--- config.mk ---
export PLATFORM = sky130hd
export DESIGN_NAME = ptd_mod
export DESIGN_NICKNAME = d
export VERILOG_FILES = /design/src/design/ptd_pkg.sv /design/src/design/ptd_mod.sv
export SDC_FILE = /design/constraint.sdc
export NUM_CORES = 1
export LEC_CHECK = 0
export BUFFER_PORTS_ARGS = -buffer_cell sky130_fd_sc_hd__buf_4
export CAP_MARGIN = 20
export CORE_MARGIN = 4
export CORE_UTILIZATION = 57
export DETAILED_ROUTE_END_ITERATION = 8
export MAX_ROUTING_LAYER = met4
export PLACE_DENSITY_LB_ADDON = 0.3
export SLEW_MARGIN = 10
export SYNTH_ARGS = -nofsm -noshare
export SYNTH_HDL_FRONTEND = slang
export SYNTH_SLANG_ARGS = --single-unit
--- constraint.sdc ---
create_clock -name clk_i -period 3.5 [get_ports clk_i]
set_input_delay 0.175 -clock clk_i [delete_from_list [all_inputs] [get_ports clk_i]]
set_output_delay 0.175 -clock clk_i [all_outputs]
set_load 0.1 [all_outputs]
--- src/design/ptd_pkg.sv ---
// ptd_pkg: shared widths, defaults and types for the prime table trial division block
// no dependencies
`timescale 1ns / 1ps

package ptd_pkg;

  localparam int unsigned TableDepthDefault = 131072;

  localparam int unsigned COUNT_W = 18;
  localparam int unsigned INDEX_W = 17;
  localparam int unsigned VALUE_W = 20;
  localparam int unsigned CAND_W  = 50;

  localparam logic KIND_LOAD = 1'b0;
  localparam logic KIND_TEST = 1'b1;

  typedef struct packed {
    logic done;
    logic rem_zero;
  } ptd_mod_rsp_t;

endpackage

--- src/design/ptd_mod.sv ---
// ptd_mod: bit-serial restoring remainder of the candidate by one table prime
// depends on ptd_pkg
`timescale 1ns / 1ps

module ptd_mod
  import ptd_pkg::*;
(
  input  logic               clk_i,
  input  logic               rst_ni,
  input  logic               start_i,
  input  logic [CAND_W-1:0]  dividend_i,
  input  logic [VALUE_W-1:0] divisor_i,
  output ptd_mod_rsp_t       rsp_o
);

  localparam int unsigned CNT_W = $clog2(CAND_W + 1);

  logic               busy_q, busy_d;
  logic               done_q, done_d;
  logic [CNT_W-1:0]   cnt_q, cnt_d;
  logic [CAND_W-1:0]  dvd_q, dvd_d;
  logic [VALUE_W-1:0] rem_q, rem_d;
  logic [VALUE_W:0]   trial;
  logic [VALUE_W:0]   diff;

  assign trial = {rem_q, dvd_q[CAND_W-1]};
  assign diff  = trial - {1'b0, divisor_i};

  always_comb begin
    busy_d = busy_q;
    done_d = 1'b0;
    cnt_d  = cnt_q;
    dvd_d  = dvd_q;
    rem_d  = rem_q;
    if (start_i) begin
      busy_d = 1'b1;
      cnt_d  = CNT_W'(CAND_W);
      dvd_d  = dividend_i;
      rem_d  = '0;
    end else if (busy_q) begin
      dvd_d = {dvd_q[CAND_W-2:0], 1'b0};
      if (trial >= {1'b0, divisor_i}) begin
        rem_d = diff[VALUE_W-1:0];
      end else begin
        rem_d = trial[VALUE_W-1:0];
      end
      cnt_d = cnt_q - CNT_W'(1);
      if (cnt_q == CNT_W'(1)) begin
        busy_d = 1'b0;
        done_d = 1'b1;
      end
    end
  end

  always_ff @(posedge clk_i or negedge rst_ni) begin
    if (!rst_ni) begin
      busy_q <= 1'b0;
      done_q <= 1'b0;
      cnt_q  <= '0;
    end else begin
      busy_q <= busy_d;
      done_q <= done_d;
      cnt_q  <= cnt_d;
    end
  end

  always_ff @(posedge clk_i) begin
    dvd_q <= dvd_d;
    rem_q <= rem_d;
  end

  assign rsp_o.done     = done_q;
  assign rsp_o.rem_zero = (rem_q == '0);

endmodule

**Word-level counts from Yosys, hierarchy flattened**

Cells that the tools add are included.

- Register bits: 78
- Bits of input ports: 73
- Output and inout bits: 2
- Logic and storage cells: 22

- Add/subtract/negate cells: 2
- Order comparisons: 1
- Equality and inequality tests: 1
- Muxes and demuxes: 11
- Reduce and logical (&&, ||, !) cells: 2

Operators with widths:

| operator | number |
|---|---|
| $mux 50 | 2 |
| $ge 21x20->1 | 1 |
| $logic_not 20->1 | 1 |
| $mux 20 | 1 |
| $sub 20x20->20 | 1 |
| $mux 6 | 2 |
| $eq 6x1->1 const B | 1 |
| $mux 1 | 6 |
| $sub 6x1->6 const B | 1 |
| $reduce_bool 2->1 | 1 |

**Longest topological paths before layout**

- Depth in word-level cells: 4
- Depth in mapped cells: 11
- Mapped depth without buffers: 11

**Worst setup path before layout**

No wires, ideal clock.

- Path type: reg-to-reg
- From: register dvd_q[49]
- To: register rem_q[14]
- Data arrival time: 2.404 ns
- Required time: 3.413 ns
- Path slack: 1.009 ns
- Cell stages (with the launch flop): 12
- Buffers on the path: 0
- Clock period less this slack: 2.491 ns
- Cell sequence: edfxtp_1 > inv_1 > ha_1 > inv_1 > fa_1 > a21o_1 > a221oi_1 > a211oi_1 > a31oi_1 > o21bai_1 > xnor2_1 > o31ai_1

- Cells in the longest elaborated chain, start to end: 2
- Elaborated cells between the ends (all ways): 3
- Those cells by class: add/sub (1); order compare (1); mux (1)

RTL lines:

| what | RTL line | RTL |
|---|---|---|
| from (decl) | ptd_mod.sv:21 | `logic [CAND_W-1:0] dvd_q, dvd_d;` |
| from (signal assigned) | ptd_mod.sv:68 | `dvd_q <= dvd_d;` |
| $sub 20x20->20 / $ge 21x20->1 (equally long branches) | ptd_mod.sv:27, ptd_mod.sv:42 |  |
| $mux 20 (*) | ptd_mod.sv:42 | `if (trial >= {1'b0, divisor_i}) begin` |
| to (signal assigned) | ptd_mod.sv:69 | `rem_q <= rem_d;` |
| to (decl) | ptd_mod.sv:22 | `logic [VALUE_W-1:0] rem_q, rem_d;` |

Every way passes the cells marked *; elsewhere a longest branch is shown, timed or not.
A chain may end at the register's enable or synchronous reset.

**Final worst setup path**

Ends and elaborated chain as after synthesis.

==> results.py <==
metrics = {
    "outcome": {
        "status": "finished clean",
    },
    "sta": {
        "slew_violations": 0,
        "timing.setup.tns_ps": 0,
        "hold_viol": 0,
        "clock_skew_ps": 7.46,
        "finalSetupViolCount": 0,
        "worstMarginPinSlew_ps": 847,
        "fin_crit_ps": 3040,
        "rsz0062_at_grt": "no",
        "fin_crit_sh_pct": 86.8,
        "max_freq_mhz": 329,
        "relSlewSlack_pct": 43.5,
    },
    "floorplan": {
        "dieArea_mm2": 0.00931,
        "start_util_pct": 58.1,
        "die_h_um": 96.5,
        "rows": 32,
        "dieWidth_um": 96.5,
        "coreArea_mm2": 0.00769,
        "io-pin-count": 75,
    },
    "placement": {
        "dp_hpwl_um": 6690,
        "place_area_mm2": 0.00511,
        "io_buffers": 74,
        "placed_cells": 564,
        "gp_congestion": 0.884,
    },
    "cells_and_area": {
        "fin_cells": 581,
        "final_cell_mix": "77 x buf_4, 50 x mux2_2, 50 x edfxtp_1",
        "syn2layout_area_growth_pct": 20.2,
        "layout.nets": 570,
        "diodes": 0,
        "postLayoutCoreUtil_pct": 69.8,
        "final_common_cell": "buf_4",
        "final_area_mm2": 0.00537,
        "n_fill_cell": 604,
        "drive_gt1_share_pct": 31.5,
    },
    "clock_network": {
        "cts_tree": "done",
        "cts.sinks": 78,
        "numCtsBuffers": 9,
        "cts_setup_buffers": 0,
        "ctsHtreeMaxLevel": 3,
        "clock_latency_ps": 350,
        "clk_pin_slew_ps": 90,
        "cts-root-buf": "clkbuf_8",
        "cts_buffer_depth": 2,
    },
    "global_routing": {
        "grt_pass1_wl_um": 14800,
        "track_usage_pct": 21.2,
        "gr-total-overflow": 0,
        "antenna_found_initial": 0,
        "grt_pass1_vias": 3174,
        "grt_max_degree": 75,
    },
    "flow_run": {
        "drv_cap": 0,
    },
    "synthesis": {
        "synth_area_leaders": "edfxtp_1 34%, mux2_2 13%, dfxtp_1 9.0%, ha_1 6.2%, dfrtp_1 4.5%",
        "synthFlopType": "edfxtp_1",
        "syn_nets": 497,
        "yosys.area.top_type": "edfxtp_1",
        "ys_async_sr_fraction_pct": 10.3,
        "synth-edff-count": 50,
        "yosysWarnings": 0,
        "syn_area_per_cell_um2": 11.1,
        "ys_ff_latch": 78,
        "netlist_instances": 401,
        "synth_top_cell_area_share_pct": 33.6,
        "seq_area_frac_synth_pct": 47.1,
        "syn-cell-area_mm2": 0.00447,
        "ys_types": 55,
    },
    "setup_path": {
        "critPathRequiredTime_ps": 3720,
        "cp-start-kind": "flop",
        "cp_cell_sequence": "inv_1 > ha_1 > inv_1 > fa_1 > a21o_1 > a221oi_1 > a211oi_1 > a31oi_1 > o21bai_1 > xnor2_1 > o31ai_1",
        "cp_top_family": "compound AO/OA/AOI/OAI gates",
        "crit_buf_inv": 2,
        "crit_arrival_ps": 3250,
        "crit_top_cell": "inv_1",
        "slowest_delay_ps": 530,
        "path_class": "flop to flop",
        "cp_max_fo": 4,
        "end_kind": "flop",
        "crit_path_top_delay_cell": "a221oi_1",
    },
    "power_and_ir_drop": {
        "total_power_mw": 2.19,
        "peakVddDrop_uv": 274,
        "leakagePower_nw": 2.40,
        "p_per_area_mw_per_mm2": 408,
    },
    "drt": {
        "wl_per_cell_um": 16.0,
        "drc_errors": 0,
        "wl_um": 9310,
        "ant_nets": 0,
        "dr.pass1.iters": 4,
        "viasPerCell": 5.74,
        "dr.first_iter.drc_count": 238,
        "dr_total_vias": 3337,
    },
    "hold_path": {
        "hold_class": "input port to flop",
    },
}
cell usage after synthesis (2+ instances only):
library cell	n
xor2_1	8
o31ai_1	3
a211o_1	2
a21o_1	8
nor4_1	7
nand2b_1	7
nor3_1	4
nor2_1	25
a211oi_1	14
xnor2_1	11
buf_2	2
nand4b_1	3
mux2_2	50
edfxtp_1	50
nand3_1	8
mux2i_1	12
ha_1	22
a32oi_1	2
o21bai_1	3
clkbuf_1	8
o21ai_1	3
dfrtp_1	8
inv_1	28
nor2b_1	2
a2111oi_0	2
a21oi_1	20
o21ai_0	14
buf_1	5
nand4_1	2
a22oi_1	3
and3_1	2
nand2_1	20
dfxtp_1	20
a31oi_1	2
worst paths after layout:
kind	cells after the start	slack (ps)	start	end
min in group asynchronous	2	160	rst_ni	cnt_q[5]$_DFFE_PN0P_
worst max register to register	11	460	dvd_q[49]$_DFFE_PP_	rem_q[14]$_SDFFE_PP0P_
worst min-delay path	2	110	dividend_i[26]	dvd_q[26]$_DFFE_PP_
worst max-delay path	11	460	dvd_q[49]$_DFFE_PP_	rem_q[14]$_SDFFE_PP0P_
worst min register to register	2	510	rem_q[17]$_SDFFE_PP0P_	rem_q[17]$_SDFFE_PP0P_
max in group asynchronous	2	3210	rst_ni	busy_q$_DFF_PN0_
state kept, by name, summed over array words and instances, names as in the netlist:
register  flops
cnt_q         6
rem_q        20
done_q        1
dvd_q        50
busy_q        1
power by group:
group,switching [mW],internal [mW]
sequential,0.0279,1.06
clock,0.341,0.476
combinational,0.129,0.158
metrics by stage:
step                worst slack [ps]  hold slack (ps)
floorplan                       1010             -121
global placement                 493            -4.28
detailed placement               528            -2.11
CTS                              499              108
global route                     256              100
finish                           464              115
worst register-to-register path, delay by kind of cell, from the launching register on:
family	cells	cell delay (ps)
AO/OA/AOI/OAI	6	1630
XOR/XNOR	1	200
adder cells (fa/ha/maj)	2	560
buffers and inverters	2	140
flip-flops	1	370
kinds of logic after synthesis:
group                    Yosys count  share of synthesized area [%]
AO/OA/AOI/OAI                     83                           12.6
XOR/XNOR                          19                           3.73
adder cells (fa/ha/maj)           23                           6.61
buffers and inverters             45                           4.09
flip-flops                        78                           47.1
multiplexers                      62                           15.3
AND/OR/NAND/NOR                   91                           10.6
cell type report:
class	count	area, um2	share of cell area [%]
clock inverter	7	119	2.21
inverter	28	105	1.96
clock buffer	9	124	2.31
timing repair buffer	79	608	11.3
tap	102	128	2.38
multi-input combinational	278	2180	40.6
sequential	78	2100	39.2
routing by layer:
layer / wire length [um] / track usage, % / vias to the layer above
met5: 0 / - / -
met4: 99 / 5.14 / 0
met3: 653 / 5.03 / 11
met2: 4350 / 32.6 / 98
met1: 4200 / 28.6 / 1585
li1: - / - / 1643
repair_timing:
item,CTS,global route
endpoints found under the hold margin,8,0
hold buffers,1,0
gates resized for setup,0,0
Note: power is estimated with default switching activity, not from simulation.
